==> src/sv/vpcc_pkg.sv <==
// ----------------------------------------------------------------------------
// Vacuum pump channel control package
// Types, codes and constants shared by the channel control modules.
// ----------------------------------------------------------------------------
`timescale 1ns / 1ps

package vpcc_pkg;

    // Field widths fixed by the channel interface.
    localparam int SAMPLE_W    = 12;
    localparam int STEP_CODE_W = 5;

    // Default parameter values.
    localparam int SAMPLE_BITS_DEFAULT   = 12;
    localparam int RELEASE_LIMIT_DEFAULT = 20;

    // Commanded modes.
    typedef enum logic [1:0] {
        MODE_DISABLED = 2'd0,
        MODE_OFF      = 2'd1,
        MODE_ON       = 2'd2,
        MODE_FORCED   = 2'd3
    } mode_t;

    // Configuration register indexes.
    typedef enum logic [1:0] {
        CFG_PRESENCE_THRESHOLD = 2'd0,
        CFG_VACUUM_GOOD_LEVEL  = 2'd1,
        CFG_VACUUM_BAD_LEVEL   = 2'd2,
        CFG_SUCTION_ON_RELEASE = 2'd3
    } cfg_index_t;

    // Release sequence step marks.
    localparam logic [STEP_CODE_W-1:0] SUCTION_PUMP_START_STEP  = 5'd0;
    localparam logic [STEP_CODE_W-1:0] SUCTION_VALVE_OPEN_STEP  = 5'd2;
    localparam logic [STEP_CODE_W-1:0] SUCTION_PUMP_STOP_STEP   = 5'd3;
    localparam logic [STEP_CODE_W-1:0] SUCTION_VALVE_CLOSE_STEP = 5'd5;
    localparam logic [STEP_CODE_W-1:0] PLAIN_VALVE_OPEN_STEP    = 5'd0;
    localparam logic [STEP_CODE_W-1:0] PLAIN_VALVE_CLOSE_STEP   = 5'd19;

    // One control tick.
    typedef struct packed {
        logic [1:0]          pump_mode;
        logic                sensor_pin;
        logic [SAMPLE_W-1:0] vacuum_sample;
    } in_item_t;

    // One set of driven lines and status flags.
    typedef struct packed {
        logic standby_release;
        logic pump_drive;
        logic valve_open;
        logic part_present;
        logic sensor_active;
    } out_item_t;

    // Configuration register contents.
    typedef struct packed {
        logic [SAMPLE_W-1:0] presence_threshold;
        logic [SAMPLE_W-1:0] vacuum_good_level;
        logic [SAMPLE_W-1:0] vacuum_bad_level;
        logic                suction_on_release;
    } cfg_t;

endpackage

==> src/sv/vpcc_cfg_regs.sv <==
// ----------------------------------------------------------------------------
// Configuration registers
// Holds the thresholds and release option written through the write port.
// ----------------------------------------------------------------------------
`timescale 1ns / 1ps

module vpcc_cfg_regs (
    input  logic                          clk,
    input  logic                          rst_n,
    input  logic                          cfg_wr_en,
    input  logic [1:0]                    cfg_index,
    input  logic [vpcc_pkg::SAMPLE_W-1:0] cfg_wdata,
    output vpcc_pkg::cfg_t                cfg
);

    vpcc_pkg::cfg_t cfg_reg;
    vpcc_pkg::cfg_t cfg_next;

    // Decode the write into the addressed register.
    always_comb
    begin
        cfg_next = cfg_reg;
        if (cfg_wr_en)
        begin
            unique case (vpcc_pkg::cfg_index_t'(cfg_index))
                vpcc_pkg::CFG_PRESENCE_THRESHOLD: cfg_next.presence_threshold = cfg_wdata;
                vpcc_pkg::CFG_VACUUM_GOOD_LEVEL:  cfg_next.vacuum_good_level  = cfg_wdata;
                vpcc_pkg::CFG_VACUUM_BAD_LEVEL:   cfg_next.vacuum_bad_level   = cfg_wdata;
                vpcc_pkg::CFG_SUCTION_ON_RELEASE: cfg_next.suction_on_release = cfg_wdata[0];
            endcase
        end
    end

    always_ff @(posedge clk or negedge rst_n)
    begin
        if (!rst_n)
        begin
            cfg_reg <= '0;
        end
        else
        begin
            cfg_reg <= cfg_next;
        end
    end

    assign cfg = cfg_reg;

endmodule

==> src/sv/vpcc_channel_logic.sv <==
// ----------------------------------------------------------------------------
// Channel control logic
// Per-tick mode tracking, pump hysteresis and timed release sequence.
// ----------------------------------------------------------------------------
`timescale 1ns / 1ps

module vpcc_channel_logic #(
    parameter int SAMPLE_BITS   = vpcc_pkg::SAMPLE_BITS_DEFAULT,
    parameter int RELEASE_LIMIT = vpcc_pkg::RELEASE_LIMIT_DEFAULT
) (
    input  logic                clk,
    input  logic                rst_n,
    input  logic                advance,
    input  vpcc_pkg::in_item_t  item,
    input  vpcc_pkg::cfg_t      cfg,
    output vpcc_pkg::out_item_t result
);

    // Compare width: the sample field never carries more than SAMPLE_W bits.
    localparam int CMP_BITS  = (SAMPLE_BITS < vpcc_pkg::SAMPLE_W) ?
                               SAMPLE_BITS : vpcc_pkg::SAMPLE_W;
    localparam int STEP_BITS = $clog2(RELEASE_LIMIT + 1);
    localparam logic [STEP_BITS-1:0] STEP_LIMIT = STEP_BITS'(RELEASE_LIMIT);

    vpcc_pkg::mode_t       prev_mode_reg;
    vpcc_pkg::mode_t       prev_mode_next;
    logic [STEP_BITS-1:0]  step_reg;
    logic [STEP_BITS-1:0]  step_next;
    logic                  standby_reg;
    logic                  standby_next;
    logic                  pump_reg;
    logic                  pump_next;
    logic                  valve_reg;
    logic                  valve_next;

    vpcc_pkg::mode_t       mode;
    logic                  sensor;
    logic                  changed;
    logic [CMP_BITS-1:0]   vac;
    logic                  present;
    logic                  below_good;
    logic                  below_bad;
    logic [vpcc_pkg::STEP_CODE_W-1:0] step_code;

    // Sample decode and threshold compares.
    always_comb
    begin
        mode       = vpcc_pkg::mode_t'(item.pump_mode);
        sensor     = ~item.sensor_pin;
        changed    = (mode != prev_mode_reg);
        vac        = (mode == vpcc_pkg::MODE_DISABLED) ? '0 : item.vacuum_sample[CMP_BITS-1:0];
        present    = (mode != vpcc_pkg::MODE_DISABLED) &&
                     (vac >= cfg.presence_threshold[CMP_BITS-1:0]);
        below_good = vac < cfg.vacuum_good_level[CMP_BITS-1:0];
        below_bad  = vac < cfg.vacuum_bad_level[CMP_BITS-1:0];
    end

    // Next line levels and release step.
    always_comb
    begin
        prev_mode_next = mode;
        step_next      = step_reg;
        standby_next   = standby_reg;
        pump_next      = pump_reg;
        valve_next     = valve_reg;

        // A mode change drops everything on entry to disabled, else wakes the driver.
        if (changed)
        begin
            if (mode == vpcc_pkg::MODE_DISABLED)
            begin
                standby_next = 1'b0;
                pump_next    = 1'b0;
                valve_next   = 1'b0;
            end
            else
            begin
                standby_next = 1'b1;
            end
        end

        unique case (mode)
            vpcc_pkg::MODE_DISABLED:
            begin
            end
            vpcc_pkg::MODE_ON:
            begin
                valve_next = 1'b0;
                pump_next  = sensor && ((below_good && pump_next) || below_bad);
            end
            vpcc_pkg::MODE_FORCED:
            begin
                valve_next = 1'b0;
                pump_next  = 1'b1;
            end
            vpcc_pkg::MODE_OFF:
            begin
                // Step counter restarts on entry and saturates at the limit.
                if (changed)
                begin
                    step_next = '0;
                end
                else if (step_reg < STEP_LIMIT)
                begin
                    step_next = step_reg + 1'b1;
                end
            end
        endcase

        step_code = vpcc_pkg::STEP_CODE_W'(step_next);

        // Release sequence actions keyed on the current step.
        if (mode == vpcc_pkg::MODE_OFF)
        begin
            if (cfg.suction_on_release)
            begin
                if (step_code == vpcc_pkg::SUCTION_PUMP_START_STEP)
                    pump_next = 1'b1;
                else if (step_code == vpcc_pkg::SUCTION_VALVE_OPEN_STEP)
                    valve_next = 1'b1;
                else if (step_code == vpcc_pkg::SUCTION_PUMP_STOP_STEP)
                    pump_next = 1'b0;
                else if (step_code == vpcc_pkg::SUCTION_VALVE_CLOSE_STEP)
                    valve_next = 1'b0;
            end
            else
            begin
                if (step_code == vpcc_pkg::PLAIN_VALVE_OPEN_STEP)
                begin
                    pump_next  = 1'b0;
                    valve_next = 1'b1;
                end
                else if (step_code == vpcc_pkg::PLAIN_VALVE_CLOSE_STEP)
                begin
                    valve_next = 1'b0;
                end
            end
        end
    end

    // Channel state, updated once per transaction that moves to the output.
    always_ff @(posedge clk or negedge rst_n)
    begin
        if (!rst_n)
        begin
            prev_mode_reg <= vpcc_pkg::MODE_DISABLED;
            step_reg      <= '0;
            standby_reg   <= 1'b0;
            pump_reg      <= 1'b0;
            valve_reg     <= 1'b0;
        end
        else if (advance)
        begin
            prev_mode_reg <= prev_mode_next;
            step_reg      <= step_next;
            standby_reg   <= standby_next;
            pump_reg      <= pump_next;
            valve_reg     <= valve_next;
        end
    end

    // Result of this tick.
    always_comb
    begin
        result.standby_release = standby_next;
        result.pump_drive      = pump_next;
        result.valve_open      = valve_next;
        result.part_present    = present;
        result.sensor_active   = sensor;
    end

endmodule

==> src/sv/vacuum_pump_channel_control.sv <==
// ----------------------------------------------------------------------------
// Vacuum pump channel control
// Top level: configuration registers, input register, channel logic and result register.
// ----------------------------------------------------------------------------
// Usage:
//   Each input transaction on in_valid/in_ready carries one control tick for
//   the channel (mode, raw sensor pin, vacuum sample). Each tick produces
//   exactly one output transaction on out_valid/out_ready with the driver
//   standby line, pump drive, valve drive and two status flags.
//   A tick passes through the input register and then the result register,
//   and out_valid rises as it enters the result register. Throughput is
//   one transaction per cycle while out_ready stays high; the channel
//   state updates as a tick moves from the input register into the result
//   register.
//   When the receiver stalls, the result register holds its transaction, the
//   input register fills, and in_ready drops until out_ready returns.
//   Reset clears both registers' valid flags, the configuration registers
//   and the channel state (mode disabled, all lines low, release step zero).
//   The configuration port (cfg_wr_en, cfg_index, cfg_wdata) writes one
//   register per cycle and is meant to be used while the channel is idle.
// ----------------------------------------------------------------------------
`timescale 1ns / 1ps

module vacuum_pump_channel_control #(
    parameter int SAMPLE_BITS   = vpcc_pkg::SAMPLE_BITS_DEFAULT,
    parameter int RELEASE_LIMIT = vpcc_pkg::RELEASE_LIMIT_DEFAULT
) (
    input  logic                          clk,
    input  logic                          rst_n,
    input  logic                          in_valid,
    output logic                          in_ready,
    input  vpcc_pkg::in_item_t            in_data,
    output logic                          out_valid,
    input  logic                          out_ready,
    output vpcc_pkg::out_item_t           out_data,
    input  logic                          cfg_wr_en,
    input  logic [1:0]                    cfg_index,
    input  logic [vpcc_pkg::SAMPLE_W-1:0] cfg_wdata
);

    vpcc_pkg::cfg_t      cfg;
    vpcc_pkg::out_item_t result;

    logic                in_valid_reg;
    logic                in_valid_next;
    vpcc_pkg::in_item_t  in_item_reg;
    logic                out_valid_reg;
    logic                out_valid_next;
    vpcc_pkg::out_item_t out_item_reg;
    logic                advance;
    logic                in_take;

    vpcc_cfg_regs u_cfg_regs (
        .clk       (clk),
        .rst_n     (rst_n),
        .cfg_wr_en (cfg_wr_en),
        .cfg_index (cfg_index),
        .cfg_wdata (cfg_wdata),
        .cfg       (cfg)
    );

    vpcc_channel_logic #(
        .SAMPLE_BITS   (SAMPLE_BITS),
        .RELEASE_LIMIT (RELEASE_LIMIT)
    ) u_channel_logic (
        .clk     (clk),
        .rst_n   (rst_n),
        .advance (advance),
        .item    (in_item_reg),
        .cfg     (cfg),
        .result  (result)
    );

    // Handshake: a tick moves forward when the result register is free or drains.
    always_comb
    begin
        advance        = in_valid_reg && (!out_valid_reg || out_ready);
        in_ready       = !in_valid_reg || advance;
        in_take        = in_valid && in_ready;
        in_valid_next  = in_take || (in_valid_reg && !advance);
        out_valid_next = advance || (out_valid_reg && !out_ready);
    end

    // Valid flags.
    always_ff @(posedge clk or negedge rst_n)
    begin
        if (!rst_n)
        begin
            in_valid_reg  <= 1'b0;
            out_valid_reg <= 1'b0;
        end
        else
        begin
            in_valid_reg  <= in_valid_next;
            out_valid_reg <= out_valid_next;
        end
    end

    // Payload registers.
    always_ff @(posedge clk)
    begin
        if (in_take)
        begin
            in_item_reg <= in_data;
        end
        if (advance)
        begin
            out_item_reg <= result;
        end
    end

    assign out_valid = out_valid_reg;
    assign out_data  = out_item_reg;

endmodule

==> config.mk <==
export PLATFORM = sky130hd
export DESIGN_NAME = vacuum_pump_channel_control
export DESIGN_NICKNAME = d
export VERILOG_FILES = /design/src/sv/vpcc_pkg.sv /design/src/sv/vpcc_cfg_regs.sv /design/src/sv/vpcc_channel_logic.sv /design/src/sv/vacuum_pump_channel_control.sv
export SDC_FILE = /design/constraint.sdc
export NUM_CORES = 1
export LEC_CHECK = 0
export ABC_AREA = 1
export BUFFER_PORTS_ARGS = -buffer_cell sky130_fd_sc_hd__buf_2
export CAP_MARGIN = 0
export CELL_PAD_IN_SITES_DETAIL_PLACEMENT = 1
export CELL_PAD_IN_SITES_GLOBAL_PLACEMENT = 2
export CORE_MARGIN = 2
export CORE_UTILIZATION = 39
export CTS_BUF_LIST = sky130_fd_sc_hd__clkbuf_2 sky130_fd_sc_hd__clkbuf_4 sky130_fd_sc_hd__clkbuf_8
export DETAILED_ROUTE_END_ITERATION = 10
export PLACE_DENSITY_LB_ADDON = 0.2
export SYNTH_ARGS = -nofsm -noshare
export SYNTH_HDL_FRONTEND = slang
export SYNTH_SLANG_ARGS = --single-unit
==> constraint.sdc <==
create_clock -name clk -period 7.05 [get_ports clk]
set_input_delay 1.41 -clock clk [delete_from_list [all_inputs] [get_ports clk]]
set_output_delay 1.41 -clock clk [all_outputs]
set_load 0.03 [all_outputs]
# Yosys cells after proc, flatten, opt, wreduce, memory -nomap -nowiden
# Cells that the tools add are included.
[totals]
elab_cells = 87
regBits = 69
[op_classes]
bitwise_logic = 1
magnitude_cmp = 4
mux = 26
addsub = 1
eq_ne = 11
reduce_logical = 25
[ops]
columns = ["cell", "count"]
rows = [
  ["12-bit < comparator", 2],
  ["1-bit 2-to-1 mux", 21],
  ["5-bit 2-to-1 mux", 3],
  ["12-bit greater-or-equal comparator", 1],
  ["12-bit 2-to-1 mux", 1],
  ["5-bit by 2-bit equality test with 1-bit output, second input constant", 2],
  ["2-bit equality test, second input constant", 4],
  ["2-bit AND reduction", 4],
  ["1-bit logical AND", 7],
  ["5-bit by 1-bit adder with 5-bit output, second input constant", 1],
  ["5-bit by 3-bit equality test with 1-bit output, second input constant", 1],
  ["5-bit equality test, second input constant", 1],
  ["5-bit logical NOT", 1],
  ["1-bit logical OR", 5],
  ["5-bit < comparator, second input constant", 1],
  ["2-bit by 1-bit equality test with 1-bit output, second input constant", 2],
  ["1-bit logical NOT", 4],
  ["2-bit logical NOT", 2],
  ["2-bit inequality test", 1],
  ["1-bit case mux with 2 select lines", 1],
  ["2-bit nonzero test", 1],
  ["2-bit OR reduction", 1],
  ["1-bit inverter", 1],
]

# Longest topological paths before layout
[depth]
word_depth = 12
ltp_mapped = 19
mapped_depth_nobuf = 19

# Cells and area by module
# From an unflattened synthesis, not the netlist that was laid out.
[unflattened]
cells_unflattened = 502
area_unflattened_um2 = 4077.7
[by_module_without_submodules]
columns = ["module", "n_inst", "cells_each", "area_per_inst_um2", "seq_area_each_um2"]
rows = [
  ["vpcc_channel_logic", 1, 301, 1835.5, 250.2],
  ["vpcc_cfg_regs", 1, 169, 1546.5, 925.9],
  ["vacuum_pump_channel_control", 1, 32, 695.7, 650.6],
]

# Worst setup path before layout
# No wires, ideal clock.
[synth_timing]
path_kind = "input -> output"
startpoint = "input out_ready"
endpoint = "output in_ready"
required_time_ns = 5.640
arrival_time_ns = 1.732
stages = 2
slack_ns = 3.908
path_cell_list = "inv_1 > nand3_1"
[synth_between]
elab_chain_len = 3
[synth_lines]
columns = ["item", "line_no", "text"]
rows = [
  ["start: declaration", "vacuum_pump_channel_control.sv:34", "input logic out_ready,"],
  ["1-bit logical OR", "vacuum_pump_channel_control.sv:77", "advance = in_valid_reg && (!out_valid_reg || out_ready);"],
  ["1-bit logical AND", "vacuum_pump_channel_control.sv:77", ""],
  ["1-bit logical OR", "vacuum_pump_channel_control.sv:78", "in_ready = !in_valid_reg || advance;"],
  ["end: declaration", "vacuum_pump_channel_control.sv:31", "output logic in_ready,"],
]
# Every way passes these cells.

# Worst setup path in the final report
# Ends and elaborated chain as after synthesis.

==> impl_metrics.sql <==
INSERT INTO impl_metrics (metric_group, metric, value, unit) VALUES
('run_status', 'status', 'complete, no violations', ''),
('clocking', 'post-cts-setup-buffers', '0', ''),
('global_route', 'grt_pass1_wl', '15100', 'um'),
('floorplanning', 'placement_rows', '35', ''),
('power', 'p_per_area', '256', 'mW/mm^2'),
('synthesis', 'synthXorXnorAreaFrac', '0.231', '%'),
('worst_setup_path', 'critical_path.max_stage_delay', '0.20', 'ns'),
('sta', 'worst_slew_margin_rel', '36.7', '%'),
('layout', 'final_core_util', '46.5', '%'),
('synthesis', 'synth.ff_latch_count', '69', ''),
('sta', 'final-max-slew-violation-count', '0', ''),
('power', 'net-switching-power', '0.000352', 'W'),
('place', 'io_buffer_count', '40', ''),
('synthesis', 'post-synth-top-area-fraction', '32.3', '%'),
('floorplanning', 'die_x_extent', '103', 'um'),
('job', 'cap_violations', '0', ''),
('layout', 'largest_register_ff_count', '37', ''),
('power', 'leakage', '2.31', 'nW'),
('clocking', 'cts.root.buffer_cell', 'sky130_fd_sc_hd__clkbuf_8', ''),
('sta', 'finalCritPeriodShare', '46.6', '%'),
('clocking', 'cts.htree.levels', '3', ''),
('sta', 'max_slew.worst_pin.slew', '0.946', 'ns'),
('power', 'clockPowerShare', '31.9', '%'),
('synthesis', 'post_synth_edffs', '20', ''),
('synthesis', 'synth.net_count', '534', ''),
('power', 'combPwrFrac', '22.6', '%'),
('global_route', 'antenna_found_initial', '0', ''),
('worst_setup_path', 'worst-path-max-fanout', '3', ''),
('worst_setup_path', 'cp_num_buf_inv', '3', ''),
('power', 'ir_worst_vdd', '133', 'uV'),
('clocking', 'tritoncts_clock_tree', 'built', ''),
('layout', 'ff_latch_area', '0.00183', 'mm^2'),
('synthesis', 'compound_gate_portion_of_the_synthesized_area', '9.41', '%'),
('worst_setup_path', 'crit_path_cell_trace', 'buf_2, inv_1, nand3_1, buf_2', ''),
('sta', 'fin_worst_skew', '0.0106', 'ns'),
('routing', 'drtAntennaViolNets', '0', ''),
('synthesis', 'yosys.cell_types.count', '27', ''),
('synthesis', 'post_synth_inst_count', '471', ''),
('sta', 'clock.fmax', '305', 'MHz'),
('place', 'routability_congestion_estimate', '0.826', ''),
('clocking', 'post_cts.resized_instances', '0', ''),
('layout', 'area_delta_synth_final', '14.4', '%'),
('place', 'detailed_place_hpwl', '6630', 'um'),
('clocking', 'cts_inserted_buffers', '9', ''),
('synthesis', 'post_synth_fa_ha_maj_area_fraction', '9.57', '%'),
('global_route', 'grt_use_total', '18.6', '%'),
('floorplanning', 'floorplan.core_area', '0.00933', 'mm^2'),
('routing', 'post-route-drc-count', '0', ''),
('min_path', 'timing.hold.worst.class', 'reg -> reg', ''),
('clocking', 'cts-hold-fix-buffers', '0', ''),
('power', 'share_of_total_power_in_sequential_cells', '45.6', '%'),
('floorplanning', 'floorplan.die.height', '103', 'um'),
('routing', 'route.vias.total', '3027', ''),
('layout', 'combined_area_of_the_multi_input_logic_cells', '0.00155', 'mm^2'),
('layout', 'num_antenna_cells', '0', ''),
('worst_setup_path', 'crit_path_frequent_cell', 'sky130_fd_sc_hd__buf_2', ''),
('layout', 'share_of_post_route_cells_with_drive_strength_above_1', '13.3', '%'),
('synthesis', 'total_number_of_yosys_warnings', '0', ''),
('worst_setup_path', 'worst_path_max_delay_cell', 'sky130_fd_sc_hd__buf_2', ''),
('synthesis', 'dominant_combinational_cell_family_by_area_after_synthesis', 'simple AND/OR/NAND/NOR gates', ''),
('worst_setup_path', 'crit_arrival', '1.87', 'ns'),
('clocking', 'cts.clk_slew.worst_paths', '0.08', 'ns'),
('sta', 'unrepaired_setup_endpoints_after_global_routing', 'no', ''),
('global_route', 'first_global_vias', '3142', ''),
('clocking', 'cts_num_sinks', '69', ''),
('synthesis', 'synthMuxAreaShare', '0', '%'),
('synthesis', 'synth-main-ff-cell', 'sky130_fd_sc_hd__dfrtp_1', ''),
('routing', 'wirelength', '8680', 'um'),
('synthesis', 'syn_area', '0.00379', 'mm^2'),
('routing', 'first_iter_violations', '79', ''),
('clocking', 'clk-insertion-delay-late', '0.34', 'ns');
Yosys cell counts (all sizes together) (2+ instances only):
cell type	instances
a211oi	2
a21oi	5
buf	2
clkbuf	6
dfrtp	49
edfxtp	20
ha	29
inv	101
nand2	132
nand3	22
nand4	7
nor2	33
nor3	2
o21ai	53
o21bai	3
power groups by stage:
stage	clock network, W	registers [W]	logic, W
final	0.000354	0.000506	0.000251
after global routing	0.000381	0.000514	0.000303
after CTS	0.000364	0.000507	0.000257
after detailed placement	0	0.000515	0.000254
after global placement	0	0.000513	0.000243
after floorplan	0	0.000512	0.000177
area by class of cell:
| cell class | count | share of cell area [%] |
|---|---|---|
| flip-flops and latches | 69 | 42.1 |
| multi-input cells | 293 | 35.7 |
| inverters | 101 | 8.74 |
| repair buffers | 41 | 4.79 |
| well taps | 129 | 3.72 |
| clock buffers | 9 | 2.86 |
| clock inverters | 7 | 2.08 |
worst min-delay path, delay by kind of cell (launching register included):
family / cells / cell delay (ns)
flops: 1 / 0.34
simple gates: 2 / 0.10
layout by cell type (no fill, tap or decap), types with 2 or more instances in the layout:
master / count
sky130_fd_sc_hd__nand2_1: 128
sky130_fd_sc_hd__inv_1: 97
sky130_fd_sc_hd__o21ai_0: 50
sky130_fd_sc_hd__dfrtp_1: 49
sky130_fd_sc_hd__buf_2: 40
sky130_fd_sc_hd__nor2_1: 31
sky130_fd_sc_hd__ha_1: 29
sky130_fd_sc_hd__edfxtp_1: 20
sky130_fd_sc_hd__nand3_1: 19
sky130_fd_sc_hd__clkbuf_8: 9
sky130_fd_sc_hd__nand4_1: 7
sky130_fd_sc_hd__a21oi_1: 5
sky130_fd_sc_hd__nand2_2: 4
sky130_fd_sc_hd__inv_2: 4
sky130_fd_sc_hd__o21ai_1: 3
sky130_fd_sc_hd__nand3_2: 3
sky130_fd_sc_hd__o21bai_1: 3
sky130_fd_sc_hd__nor3_1: 2
sky130_fd_sc_hd__a211oi_1: 2
sky130_fd_sc_hd__bufinv_16: 2
sky130_fd_sc_hd__clkinv_2: 2
cell families after synthesis:
family / count (synthesis)
flip-flops: 69
AO/OA/AOI/OAI: 67
adder cells (fa/ha/maj): 29
XOR/XNOR: 1
AND/OR/NAND/NOR: 196
buffers and inverters: 109
metal layers:
metal / GRT usage, % / share of wire [%] / vias to the layer above
li1: - / - / 1562
met4: 4.62 / 0.91 / 0
met2: 30.9 / 47 / 24
met5: 0 / 0 / -
met3: 3.59 / 2.2 / 6
met1: 25.0 / 49 / 1435
worst paths after layout:
check | startpoint | end | slack (ns) | cells after the start
setup / recovery | out_ready | in_ready | 3.77 | 4
hold / removal | u_channel_logic.valve_reg | u_channel_logic.valve_reg | 0.48 | 2
setup reg to reg | in_item_reg[13] | out_data[1] | 4.02 | 18
hold reg to reg | u_channel_logic.valve_reg | u_channel_logic.valve_reg | 0.48 | 2
max in group asynchronous | rst_n | u_cfg_regs.cfg[24] | 5.42 | 2
min in group asynchronous | rst_n | u_channel_logic.step_reg[0] | 1.18 | 2
through the flow:
stage               cells  setup slack (ns)  total power [W]  hold WS, ns  instance area, um^2
global placement      633              3.79         0.000756        0.464                 4120
finish                649              3.77          0.00111        0.482                 4340
floorplan             471              3.91         0.000689        0.449                 3790
detailed placement    633              3.76         0.000769        0.465                 4120
global route          649              3.59          0.00120        0.515                 4340
CTS                   649              3.76          0.00113        0.486                 4340
(Power assumes the default switching activity.)
